**src/rtl/fnvhs_pkg.sv**
```systemverilog
// fnvhs_pkg: shared types, constants and controller/datapath interface structs
// for the fnv-1a hash set insert core. depends on nothing.
`default_nettype none

package fnvhs_pkg;

  // table geometry
  localparam int BUCKETS = 256;
  localparam int WAYS    = 4;
  localparam int ENTRIES = BUCKETS * WAYS;

  // fixed field widths
  localparam int HASH_W   = 32;
  localparam int CNT_W    = 9;
  localparam int BYTE_W   = 8;
  localparam int BOUT_W   = 8;
  localparam int STATUS_W = 2;

  // derived widths
  localparam int BIDX_W    = (BUCKETS > 1) ? $clog2(BUCKETS) : 1;
  localparam int DIV_W     = $clog2(BUCKETS + 1);
  localparam int WAY_W     = (WAYS > 1) ? $clog2(WAYS) : 1;
  localparam int ENT_W     = (ENTRIES > 1) ? $clog2(ENTRIES) : 1;
  localparam int DIV_CNT_W = $clog2(HASH_W);

  // fnv-1a constants
  localparam logic [HASH_W-1:0] HASH_SEED  = 32'h0123_4567;
  localparam logic [HASH_W-1:0] HASH_BASIS = 32'd2166136261;
  localparam logic [HASH_W-1:0] HASH_PRIME = 32'd16777619;
  localparam logic [HASH_W-1:0] HASH_START = HASH_SEED ^ HASH_BASIS;

  localparam logic [CNT_W-1:0] BUCKET_COUNT_RESET = 9'd256;

  // insert status codes
  localparam logic [STATUS_W-1:0] ST_ADDED   = 2'd0;
  localparam logic [STATUS_W-1:0] ST_PRESENT = 2'd1;
  localparam logic [STATUS_W-1:0] ST_FULL    = 2'd2;

  typedef struct packed {
    logic [BYTE_W-1:0] data_byte;
    logic              byte_present;
    logic              last_byte;
  } in_item_t;

  typedef struct packed {
    logic [STATUS_W-1:0] insert_status;
    logic [HASH_W-1:0]   string_hash;
    logic [BOUT_W-1:0]   bucket_index;
  } out_item_t;

  // controller to datapath
  typedef struct packed {
    logic                hash_byte;
    logic                hash_last;
    logic                div_step;
    logic                look;
    logic                cmp;
    logic                write;
    logic                set_status;
    logic [STATUS_W-1:0] status_code;
    logic                out_load;
  } cmd_t;

  // datapath to controller
  typedef struct packed {
    logic div_last;
    logic hit;
    logic way_last;
    logic free_any;
    logic out_busy;
  } sts_t;

endpackage

`default_nettype wire

```
**src/rtl/fnvhs_ctrl.sv**
```systemverilog
// fnvhs_ctrl: sequencer for the insert core, drives datapath commands.
// depends on fnvhs_pkg.
`default_nettype none

module fnvhs_ctrl import fnvhs_pkg::*; (
  input  wire logic clk,
  input  wire logic rst_n,
  input  wire logic in_valid,
  input  wire logic in_last,
  output logic      in_stall,
  input  wire sts_t sts,
  output cmd_t      cmd
);

  typedef enum logic [2:0] {
    S_IDLE,
    S_DIV,
    S_LOOK,
    S_CMP,
    S_WRITE,
    S_DONE
  } state_t;

  state_t state_r, state_nxt;

  assign in_stall = (state_r != S_IDLE);

  always_comb begin
    cmd       = '0;
    state_nxt = state_r;
    unique case (state_r)
      S_IDLE: begin
        if (in_valid) begin
          if (in_last) begin
            cmd.hash_last = 1'b1;
            state_nxt     = S_DIV;
          end else begin
            cmd.hash_byte = 1'b1;
          end
        end
      end
      S_DIV: begin
        cmd.div_step = 1'b1;
        if (sts.div_last) begin
          state_nxt = S_LOOK;
        end
      end
      S_LOOK: begin
        cmd.look  = 1'b1;
        state_nxt = S_CMP;
      end
      S_CMP: begin
        cmd.cmp = 1'b1;
        priority if (sts.hit) begin
          cmd.set_status  = 1'b1;
          cmd.status_code = ST_PRESENT;
          state_nxt       = S_DONE;
        end else if (sts.way_last && sts.free_any) begin
          state_nxt = S_WRITE;
        end else if (sts.way_last) begin
          cmd.set_status  = 1'b1;
          cmd.status_code = ST_FULL;
          state_nxt       = S_DONE;
        end else begin
          state_nxt = S_CMP;
        end
      end
      S_WRITE: begin
        cmd.write       = 1'b1;
        cmd.set_status  = 1'b1;
        cmd.status_code = ST_ADDED;
        state_nxt       = S_DONE;
      end
      S_DONE: begin
        if (!sts.out_busy) begin
          cmd.out_load = 1'b1;
          state_nxt    = S_IDLE;
        end
      end
      default: begin
        state_nxt = S_IDLE;
      end
    endcase
  end

  always_ff @(posedge clk) begin
    if (!rst_n) begin
      state_r <= S_IDLE;
    end else begin
      state_r <= state_nxt;
    end
  end

endmodule

`default_nettype wire

```
**config.mk**
```make
export PLATFORM = sky130hd
export DESIGN_NAME = fnvhs_ctrl
export DESIGN_NICKNAME = d
export VERILOG_FILES = /design/src/rtl/fnvhs_pkg.sv /design/src/rtl/fnvhs_ctrl.sv
export SDC_FILE = /design/constraint.sdc
export NUM_CORES = 1
export LEC_CHECK = 0
export ABC_AREA = 1
export BUFFER_PORTS_ARGS = -buffer_cell sky130_fd_sc_hd__buf_4
export CAP_MARGIN = 20
export CELL_PAD_IN_SITES_DETAIL_PLACEMENT = 1
export CELL_PAD_IN_SITES_GLOBAL_PLACEMENT = 1
export CORE_AREA = 2 2 39 41
export CTS_BUF_LIST = sky130_fd_sc_hd__clkbuf_16
export CTS_CLUSTER_SIZE = 24
export DETAILED_ROUTE_END_ITERATION = 8
export DIE_AREA = 0 0 41 43
export PLACE_DENSITY = 0.74
export SYNTH_ARGS = -nofsm -noshare
export SYNTH_HDL_FRONTEND = slang
export SYNTH_SLANG_ARGS = --single-unit
```
**constraint.sdc**
```tcl
create_clock -name clk -period 1.4 [get_ports clk]
set_clock_uncertainty 0.15 [all_clocks]
set_input_delay 0.14 -clock clk [delete_from_list [all_inputs] [get_ports clk]]
set_output_delay 0.14 -clock clk [all_outputs]
set_load 0.005 [all_outputs]
```
==> run summary, run 1 <==
The critical path data required time is 1.11 ns. The post-synth design cell area is between 200 and 300 um2. The total count of max-transition violations in the final report was 0.

The number of design-rule violations left by the first detailed-router iteration is 1. The final core utilization came out at 0.4331. The number of endpoints with negative hold slack in the final report came out at 0. The largest total area in the synthesized netlist belongs to sky130_fd_sc_hd__dfxtp_1. TritonCTS built the clock tree. The number of warnings issued by yosys came out at 0. The slew of the pin with the lowest slew margin came out at between 0.2 and 0.25 ns. The number of global-route vias before repair came out at between 300 and 400. The last element of the critical path is cmd[9].

The instance count of the mapped netlist is a little under 50. The tree is rooted in a sky130_fd_sc_hd__clkbuf_16. After synthesis, the cell types taking the most area are sky130_fd_sc_hd__dfxtp_1 22%, sky130_fd_sc_hd__inv_1 14%, sky130_fd_sc_hd__nor2_1 13%, sky130_fd_sc_hd__nand2_1 11%, sky130_fd_sc_hd__nand3_1 9.3%. The number of diodes came out at 0. The average cell area after synthesis came out at around 5.5 um2. The count of buffer and inverter cells on the critical path is 1. The power density over the cells came out at 1181 nW/um2. The effective utilization at floorplan came out at 0.1935. The total wire length is about 1100 um. Setup repair after global routing could not meet its margin everywhere. The largest registers in the layout are state_r x3. For this run, the slowest stage of the critical path takes approximately 0.35 ns.

The static leakage is around 0.33 nW. The type of destination of the critical path is a primary output. Synthesis inferred 3 register bits. The first element of the critical path is state_r[1]. CTS built an H-tree with a depth of 1. Synthesis instantiated 15 different standard cells from the library. The vias per cell is between 4 and 5. The post-detailed-route DRC marker count came out at 0. The arrival time of data at the critical path endpoint is around 1.1 ns. The startpoint identified for the worst register-to-register timing path is state_r[1].

The number of placement rows is 14. The final global-route overflow total came out at 0. The critical path goes through nor2_4 -> nand2_1 -> nor3b_2 -> buf_4. For this design, the sink count on the clock tree is 3.

Ranked by flip-flop count, first place goes to state_r. Across all layers, the routed design uses ~400 vias. The maximum resistive drop on vdd is roughly 800 uV. In this run the critical register-to-register path is captured at state_r[0]. In the final layout, the share of cells above drive strength 1 is 0.4675.

The die covers 1763 um2. The clock latency on the worst-skew pair came out at roughly 0.22 ns. The clock-pin slew on the worst setup and hold paths is 0.03 ns.

The area growth from synthesis to layout is 123.8%. The final estimated routing congestion in global placement is 0.6346. The highest clock frequency the design can meet is approximately 730 MHz. The share of the Yosys chip area taken by registers is 0.2243. Setup slack on the worst reg-to-reg path comes out at approximately 0.15 ns. In the finished design, the share of the clock period the worst path needs comes to 0.9802. The worst setup path is of the reg2out kind. The wire length of the first global-routing pass came out at about 1500 um. The register with the most flip-flops in the layout has 3 of them. The number of nets in the layout is 87. The total track usage is 0.1293. The count of pins on the block boundary came out at 20. The first-pass detailed-route iteration total came out at 3.

The number of antenna violations at the first check in global routing came out at 0. After layout, the design draws a total of between 0.7 and 0.8 mW. The run finished with clean final reports.

Setup violations remaining at the end of the flow were counted as 0. The number of CTS-inserted buffers is 3. The final non-filler cell area came out at 599.3 um2. The wire-length estimate of the detail-placed layout is roughly 750 um. The instance area at placement is 445.4 um2.

The relative slew slack came out at 0.8517. The count of port buffers added during placement came out at 19. The number of gates on the worst path with buffers counted came out at 4. The die height is about 43 um. On the critical path the largest part of the delay comes from simple AND/OR/NAND/NOR gates. In this run the standard cell core region covers approximately 1400 um2. The count of cells along the worst register-to-register path is 6. No sink is reached through more buffers than the 2 on the longest clock path.

The routed design could run at a clock period as short as roughly 1.4 ns. The area share of the largest cell type after synthesis came out at 0.2243. The master of the slowest instance on the critical path is sky130_fd_sc_hd__dfxtp_4. Across the run, the number of max-cap violations was 0. The tightest min-delay check is of the in2reg type. In the final routed layout, each cell accounts on average for approximately 11 um. When the netlist entered floorplanning its net count stood at 58. The largest net degree at the start of global routing is 8.

The number of nets with antenna violations after detailed routing came out at 0. The die is a little over 40 um wide. The worst setup path is launched from a flop. The peak fanout along the critical path is 3.
[worst min path at each step]
stage	from	end	slack [ns]	depth (start not counted)
final	sts[4]	state_r[1]	0.20	5
after global routing	sts[2]	state_r[1]	0.25	4
after CTS	sts[3]	state_r[0]	0.21	5
after detailed placement	rst_n	state_r[2]	0.22	3
after global placement	rst_n	state_r[2]	0.20	3
after floorplan	rst_n	state_r[2]	0.1	2
[layout make-up]
| cell class | instances | area, um2 |
|---|---|---|
| fillers | 173 | 784.5 |
| flip-flops and latches | 3 | 67.56 |
| multi-input cells | 35 | 209.0 |
| inverters | 11 | 41.29 |
| clock buffers | 3 | 75.07 |
| well taps | 16 | 20.02 |
| clock inverters | 1 | 3.754 |
| repair buffers | 24 | 182.7 |
[synthesized netlist by cell type]
| cell | n |
|---|---|
| sky130_fd_sc_hd__nand3_1 | 5 |
| sky130_fd_sc_hd__nor2_2 | 1 |
| sky130_fd_sc_hd__nor2_4 | 1 |
| sky130_fd_sc_hd__nor2_1 | 9 |
| sky130_fd_sc_hd__o21ai_0 | 2 |
| sky130_fd_sc_hd__o21ai_1 | 2 |
| sky130_fd_sc_hd__inv_1 | 10 |
| sky130_fd_sc_hd__nor3b_1 | 1 |
| sky130_fd_sc_hd__nor4_1 | 1 |
| sky130_fd_sc_hd__dfxtp_1 | 3 |
| sky130_fd_sc_hd__inv_2 | 1 |
| sky130_fd_sc_hd__nand4_1 | 1 |
| sky130_fd_sc_hd__nand2_1 | 8 |
| sky130_fd_sc_hd__nor3_1 | 3 |
| sky130_fd_sc_hd__a21oi_1 | 1 |
[worst min-delay path: stages]
cell and delay [ns]:
sky130_fd_sc_hd__buf_4 0.11, sky130_fd_sc_hd__inv_1 0.04, sky130_fd_sc_hd__nand3_1 0.09, sky130_fd_sc_hd__nand3_1 0.10, sky130_fd_sc_hd__nor3_1 0.05
[per-layer routing]
layer  GRT usage  vias to the layer above  share of wire
li1            -                      210              -
met1      0.1278                      181           0.39
met2      0.2219                       10           0.56
met3     0.06283                        0          0.051
met4     0.04000                        0              0
met5           0                        -              0
[stage by stage]
step	setup TNS [ns]	hold slack, ns	std cells	worst slack (ns)
2_1_floorplan	0	0.09557	49	0.2633
3_5_place_dp	0	0.2242	86	0.09053
5_1_grt	-0.1145	0.2483	93	-0.04327
4_1_cts	0	0.2058	92	0.01058
6_report	0	0.1965	93	0.02771
3_3_place_gp	0	0.2045	86	0.1136
[timing repair]
item,4_1_cts,5_1_grt
buffers inserted,1,1
hold buffers,1,0
endpoints found under the hold margin,1,0
pin swaps,1,0
cloned,0,0
setup endpoints to repair,8,6
resized for setup,7,5
[placed cells by master, fill, tap and decap left out, types with 2 or more instances in the layout]
cell type,count
sky130_fd_sc_hd__inv_1,10
sky130_fd_sc_hd__nand3_1,4
sky130_fd_sc_hd__nor3_1,2
sky130_fd_sc_hd__nand2_1,8
sky130_fd_sc_hd__clkbuf_16,3
sky130_fd_sc_hd__o21ai_1,2
sky130_fd_sc_hd__inv_2,2
sky130_fd_sc_hd__o21ai_0,2
sky130_fd_sc_hd__buf_4,23
sky130_fd_sc_hd__nor2_4,2
sky130_fd_sc_hd__nor2_1,9
sky130_fd_sc_hd__dfxtp_4,2
[where the power goes]
part           internal, mW  switching, mW
clock network         0.368         0.0766
logic                0.0794         0.0766
registers            0.0934         0.0139
total                 0.541          0.167
[kinds of logic (layout without fill, tap and decap cells)]
kind of cell	after synthesis	count (layout)	synth area share
buffers and inverters	11	39	0.1542
DFF	3	3	0.2243
AOI/OAI and AO/OA	5	5	0.09344
and+or+nand+nor	30	30	0.5281
Note: power is estimated with default switching activity, not from simulation.
==> inputs of run 2 (changes only) <==
- ABC_AREA: 1 -> unset
==> run summary, run 2 <==
The flow ran to the end, but the final reports show violations. The checks that failed: setup timing. After floorplanning, the core was sized to cover 1384 um2. The clock-pin slew on the worst setup and hold paths came out at ~0.030 ns. The power density over the cells is slightly below 1000 nW/um2.

The clock latency on the worst-skew pair is about 0.23 ns. Of the cells placed in the final design, the portion with a size suffix greater than 1 is 0.6901. Summed over all layers, the global routing overflow is 0.

The number of fill cells is around 160. The number of global-route vias before repair is slightly below 400. The maximum clock path buffer count is 2.

The static leakage is about 0.36 nW. The relative slew slack is 0.7986. The type of destination of the critical path is a primary output.

After detailed routing, the average wire length per cell comes to between 10 and 15 um. The largest net degree at the start of global routing is 8. The floorplan die area came out at ~1800 um2. The critical path data required time came out at roughly 1.1 ns. The area taken by flip-flops and latches is a little under 70 um2. Once layout is done, the placed cells without fillers occupy around 700 um2.

Data on the critical path arrives at its endpoint at about 1.2 ns. The number of synthesized flops with an enable pin is 0. The number of H-tree levels is 1. The largest registers in the layout are state_r x3. The net count of the finished layout is 81. The number of nets with antenna violations after detailed routing is 0. After the first detailed-routing iteration, the DRC count stood at 1.

The most flop-heavy register is state_r. The critical path in this run is classified as reg2out. Wires add up to 1166 um.

The total count of max-transition violations in the final report came to 0. The TritonCTS sink count came out at 3. The design draws ~0.69 mW. In the post-synthesis netlist, the biggest area contributors are sky130_fd_sc_hd__dfxtp_1 19%, sky130_fd_sc_hd__nand3b_4 6.4%, sky130_fd_sc_hd__nor2_1 6.0%, sky130_fd_sc_hd__nand4b_1 5.6%, sky130_fd_sc_hd__a211oi_2 4.0%. By area, the combinational part of the netlist is dominated by simple AND/OR/NAND/NOR gates.

The effective utilization at floorplan came out at 0.2269. The top cell types in the final layout, fill and taps aside, are 26 x sky130_fd_sc_hd__buf_4, 4 x sky130_fd_sc_hd__nor2_1, 3 x sky130_fd_sc_hd__nand2_1, 3 x sky130_fd_sc_hd__clkbuf_16. The fraction of registers with async set/reset came out at 0.

sky130_fd_sc_hd__nor2_1 is the most common cell in the netlist. After detailed placement, the design holds a cell count of 77. The tree is rooted in a sky130_fd_sc_hd__clkbuf_16. The most frequently used flop master after synthesis is sky130_fd_sc_hd__dfxtp_1. The fraction of synthesized area in multiplexers is 0. The fraction of the mapped netlist area in adder cells came out at 0. Derived from the worst setup path, the maximum achievable clock frequency is around 650 MHz.

The number of CTS-inserted buffers came out at 3. The number of vias in the routed layout came out at 419. The maximum resistive drop on vdd is ~960 uV. The net count after synthesis is 49. The average cell area after synthesis came out at about 7.9 um2.

The library cell used most frequently in the layout, excluding fill and tap cells, is sky130_fd_sc_hd__buf_4. The number of diodes is 0. The post-detailed-route DRC marker count is 0. The multi-input gate area in the final layout is 280.3 um2. The worst hold path class is in2reg. STA classifies the critical path startpoint as a flop. The first detailed-routing pass took 2 iterations.

The die height came out at 43 um. The sum of negative setup slack is -0.5436 ns. After technology mapping, the gate count stands at 40. The initialized floorplan defines 14 standard-cell rows. The final critical-path setup slack came out at -0.1276 ns.

The chip width is ~40 um. Of the total synthesized cell area, the portion taken by XOR and XNOR cells is 0. The synthesis-stage register bit count is 3. Once placement finished, the instance area stood at 490.5 um2. After detailed routing, the number of vias per cell comes to around 4.8. Buffers placed on the I/O ports in this run total 19. The flip-flop count of the largest register, all copies and words added came out at 3. The number of setup violations in the final report came out at 8. The area share of the largest cell type after synthesis came out at 0.1912.

The fraction of the mapped netlist area in simple logic gates came out at 0.4900. The synthesized-area fraction occupied by ao, oa, aoi and oai cells is 0.2072. The number of antenna violations at the first check in global routing is 0. TritonCTS built the clock tree. The post-synth design cell area is 314.1 um2. The final estimated routing congestion in global placement is around 0.64. The max-capacitance violation count is 0.

The minimum clock period after layout came out at ~1.5 ns. Along the worst path, the maximum fanout reaches 4. For this run, the number of Yosys warnings is 0.

The count of pins on the block boundary is 20. The HPWL after detailed placement came out at 789.2 um. After the flow finishes, the layout carries non-filler instances totaling just under 90. The count of different cell masters after synthesis came out at 27. The number of endpoints with negative hold slack in the final report is 0. The wire length of the first global-routing pass is approximately 1700 um. The register area share after synthesis is 0.1912. Setup repair after global routing could not meet its margin everywhere. At the pin with the least slew margin, the transition time is 0.3012 ns. The area growth from synthesis to layout is 123.5%.

By count the netlist is led by 5 x sky130_fd_sc_hd__nor2_1, 3 x sky130_fd_sc_hd__dfxtp_1, 3 x sky130_fd_sc_hd__inv_1, 3 x sky130_fd_sc_hd__nand2_1. The final worst-path cycle share is 1.091. Summed over all instances, the cell type with the most area after synthesis is sky130_fd_sc_hd__dfxtp_1. In the global route stage, overall resource usage came out at 0.1563.
run 2: final cells by class:
type,count,area share
multi-input cells,31,0.3993
well taps,16,0.02852
flip-flops and latches,3,0.09804
inverters,3,0.01604
repair buffers,30,0.3458
clock inverters,1,0.005348
clock buffers,3,0.1070
run 2: final timing paths:
| check | cells after the start | slack (ns) | from | end |
|---|---|---|---|---|
| worst min register to register | 3 | 0.51 | state_r[2] | state_r[0] |
| worst min-delay path | 4 | 0.08 | sts[4] | state_r[0] |
| worst max register to register | 5 | -0.03 | state_r[1] | state_r[0] |
| worst max-delay path | 3 | -0.13 | state_r[1] | cmd[9] |
run 2: logic make-up (layout without fill, tap and decap cells):
| group | after synthesis | in the layout |
|---|---|---|
| AND/OR/NAND/NOR | 23 | 23 |
| buffers and inverters | 6 | 37 |
| AO/OA/AOI/OAI | 8 | 8 |
| flip-flops | 3 | 3 |
run 2: per-layer routing:
metal	GRT usage	routed length (um)
met5	0	0
met3	0.05236	75
met2	0.2438	630
met4	0.1000	25
met1	0.1693	433
run 2: stage by stage:
stage	utilization	worst slack (ns)	hold slack (ns)
floorplan	-	0.1669	0.1010
global placement	0.3544	0.04533	0.2404
detailed placement	0.3544	0.006753	0.2436
CTS	0.4882	-0.1483	0.07586
global route	0.5072	-0.1802	0.1104
finish	0.5072	-0.1276	0.08087
run 2: critical path, stage by stage, from the launching register on:
cell                      delay, ns
sky130_fd_sc_hd__dfxtp_4       0.34
sky130_fd_sc_hd__or3_4         0.38
sky130_fd_sc_hd__nor3b_2       0.16
sky130_fd_sc_hd__buf_4         0.13
run 2: timing repair:
| action | 4_1_cts | 5_1_grt |
|---|---|---|
| setup endpoints to repair | 10 | 13 |
| resized for setup | 15 | 8 |
| endpoints found under the hold margin | 1 | 0 |
| pin swaps | 4 | 6 |
| setup buffers | 6 | 1 |
| hold buffers | 1 | 0 |
run 2: where the power goes:
group | leakage, nW | switching [mW] | internal [mW]
Sequential | 0.0264 | 0.00923 | 0.0892
Clock | 0.0423 | 0.0874 | 0.369
Combinational | 0.287 | 0.0601 | 0.0799
==> inputs of run 3 (changes only) <==
- REMOVE_ABC_BUFFERS: unset -> 1
- clock period: 1.4 -> 1.9 ns (I/O delays scaled with it)
==> run summary, run 3 (synthesized netlist as in run 2, its figures left out) <==
The flow ran to the end, and the final reports show no timing, DRC or antenna violations. The maximum cell stage delay along the critical path came out at between 0.4 and 0.5 ns. The number of vias in the routed layout is 370. Counting flops per register, the top entry is state_r. For this run, global-route usage on met2 was measured as 0.2000. The number of H-tree levels is 1. Once placement completed, the tool counted placed cells totaling 72.

The count of cells along the worst register-to-register path came out at 3. The signal on the critical path passes through or3_4 -> nor3b_2 -> buf_4. The worst hold path terminates at state_r[0]. The final estimated routing congestion in global placement is 0.6724. The root cell of the clock tree is sky130_fd_sc_hd__clkbuf_16.

The critical path data required time is approximately 1.6 ns. The slew of the pin with the lowest slew margin came out at between 0.4 and 0.5 ns. Post-CTS timing repair inserted 0 buffers for setup. In the final layout, the registers with the most flip-flops are state_r x3. The die height came out at around 43 um.

The die is roughly 41 um wide. The number of design-rule violations left by the first detailed-router iteration is 4. The total count of max-transition violations in the final report was 0. The first-pass detailed-route iteration total came out at 4. The peak fanout along the critical path is 12.

The number of antenna violations at the first check in global routing came out at 0. Clock-pin slew was measured on the worst setup and hold paths at ~0.03 ns. The top cell types in the final layout, fill and taps aside, are 19 x sky130_fd_sc_hd__buf_4, 5 x sky130_fd_sc_hd__nor2_1, 4 x sky130_fd_sc_hd__inv_1. By startpoint and endpoint, the worst setup path is classified as reg2out. At the end of the flow, the number of nets in the layout was 70. Setup repair after global routing left no endpoint under its margin. The post-detailed-route DRC marker count came out at 0. The path class of the tightest hold or removal check is in2reg. The initial utilization of the core area, before any placement, comes to 0.2269. The relative slew slack came out at 0.6938.

Using the TritonRoute via totals, the vias-per-cell ratio works out to 4.868. In this run, post-CTS repair resized a total of 0 instances. The HPWL after detailed placement came out at a little over 700 um.

The TritonCTS sink count came out at 3. Data on the critical path arrives at its endpoint at 1.43 ns. The initialized floorplan defines 14 standard-cell rows. The count of port buffers added during placement is 19.

The met1 track demand over resource came out at 0.1438. The total track usage is 0.1373. The slowest stage of the critical path is the sky130_fd_sc_hd__or3_4 cell. The source of the worst register-to-register timing path is state_r[0]. The clock latency on the worst-skew pair came out at 0.22 ns. Counting both buffers and inverters, the worst setup path holds a total of 1. The count of pins on the block boundary came out at 20. The number of global-route vias before repair came to between 300 and 400. The maximum resistive drop on vdd came out at approximately 520 uV. The number of nets with antenna violations after detailed routing is 0. The depth of the worst hold-timing path came out at 3.

The largest net degree at the start of global routing came out at 13. The final global-route overflow total came out at 0. The proportion of layout cells with a drive suffix above 1 came out at 0.4500. The total wire length came out at between 900 and 1000 um. The most common cell after layout, fill and taps aside is sky130_fd_sc_hd__buf_4.

In this run the most critical hold path is launched from rst_n. Adding up every negative setup slack in the final design gives 0 ns. The worst setup path is captured at a primary output.

The power density over the cells is ~880 nW/um2. The static leakage is 0.2788 nW. TritonCTS built the clock tree.

The number of setup violations in the final report came out at 0. The number of CTS-inserted buffers is 3. The layout has ~170 filler cells.

The max-capacitance violation count is 0. The register with the most flip-flops in the layout has 3 of them. The wire length of the first global-routing pass came out at about 1600 um. The floorplan die area came out at approximately 1800 um2. The number of endpoints with negative hold slack in the final report came out at 0. The number of diodes is 0. The area growth from synthesis to layout is 69.32%. The worst setup path is launched from a flop.

The cts-stage hold buffer count is 0. The per-cell routed wire length is 12.43 um. The final worst-path cycle share came out at 0.9290. The minimum clock period after layout is 1.765 ns. The setup check on the worst reg-to-reg path leaves a slack of ~0.52 ns. met2 is the most crowded layer. The worst register-to-register path ends at state_r[0].

For this run, the top clock speed supported by timing is 566.5 MHz. The maximum clock path buffer count came out at 2. The finished layout holds 76 standard cells, fillers aside. The met3 track utilization from global routing came out at 0.06806. The cell family contributing the most delay on the critical path is simple AND/OR/NAND/NOR gates. The core footprint is about 1400 um2.
-- run 3: worst register-to-register path, delay by kind of cell, from the launching register on --
family / cells / cell delay (ns)
AND/OR/NAND/NOR: 1 / 0.48
flip-flops: 1 / 0.44
AO/OA/AOI/OAI: 2 / 0.19
-- run 3: layer usage --
layer  share of wire  vias up  routed length (um)
met5               0        -                   0
met4          0.0095        0                   9
met3           0.075        2                  71
met2            0.50       17                 476
met1            0.41      168                 388
li1                -      183                   -
-- run 3: worst max-delay path by stage --
stage	from	cells after the start	slack (ns)	endpoint
global placement	state_r[0]	3	0.39	cmd[9]
detailed placement	state_r[0]	3	0.36	cmd[9]
finish	state_r[0]	3	0.13	cmd[9]
floorplan	state_r[0]	2	0.53	cmd[9]
CTS	state_r[0]	3	0.11	cmd[9]
global route	state_r[0]	3	0.07	cmd[2]
-- run 3: power breakdown --
part | switching (mW) | internal, mW
combinational | 0.0271 | 0.0372
sequential | 0.0103 | 0.0664
clock | 0.0551 | 0.271
total | 0.0925 | 0.375
-- run 3: area by class of cell --
class,count,area [um2],share of cell area
Clock buffer,3,75.07,0.1412
Clock inverter,1,3.754,0.007059
Inverter,3,11.26,0.02118
Multi-Input combinational cell,31,219.0,0.4118
Sequential cell,3,60.06,0.1129
Tap cell,16,20.02,0.03765
Timing Repair Buffer,19,142.6,0.2682
-- run 3: per-stage QoR --
step                        util  power, mW  hold slack (ns)  area [um2]  setup slack (ns)
final                     0.3843     0.4672          0.07130       531.8            0.1349
after global routing      0.3843     0.4918          0.08589       531.8           0.06923
after CTS                 0.3843     0.4771          0.06408       531.8            0.1149
after detailed placement  0.3273     0.1429           0.2973       452.9            0.3589
after global placement    0.3273     0.1403           0.2960       452.9            0.3946
after floorplan                -     0.1047           0.1510       290.3            0.5331
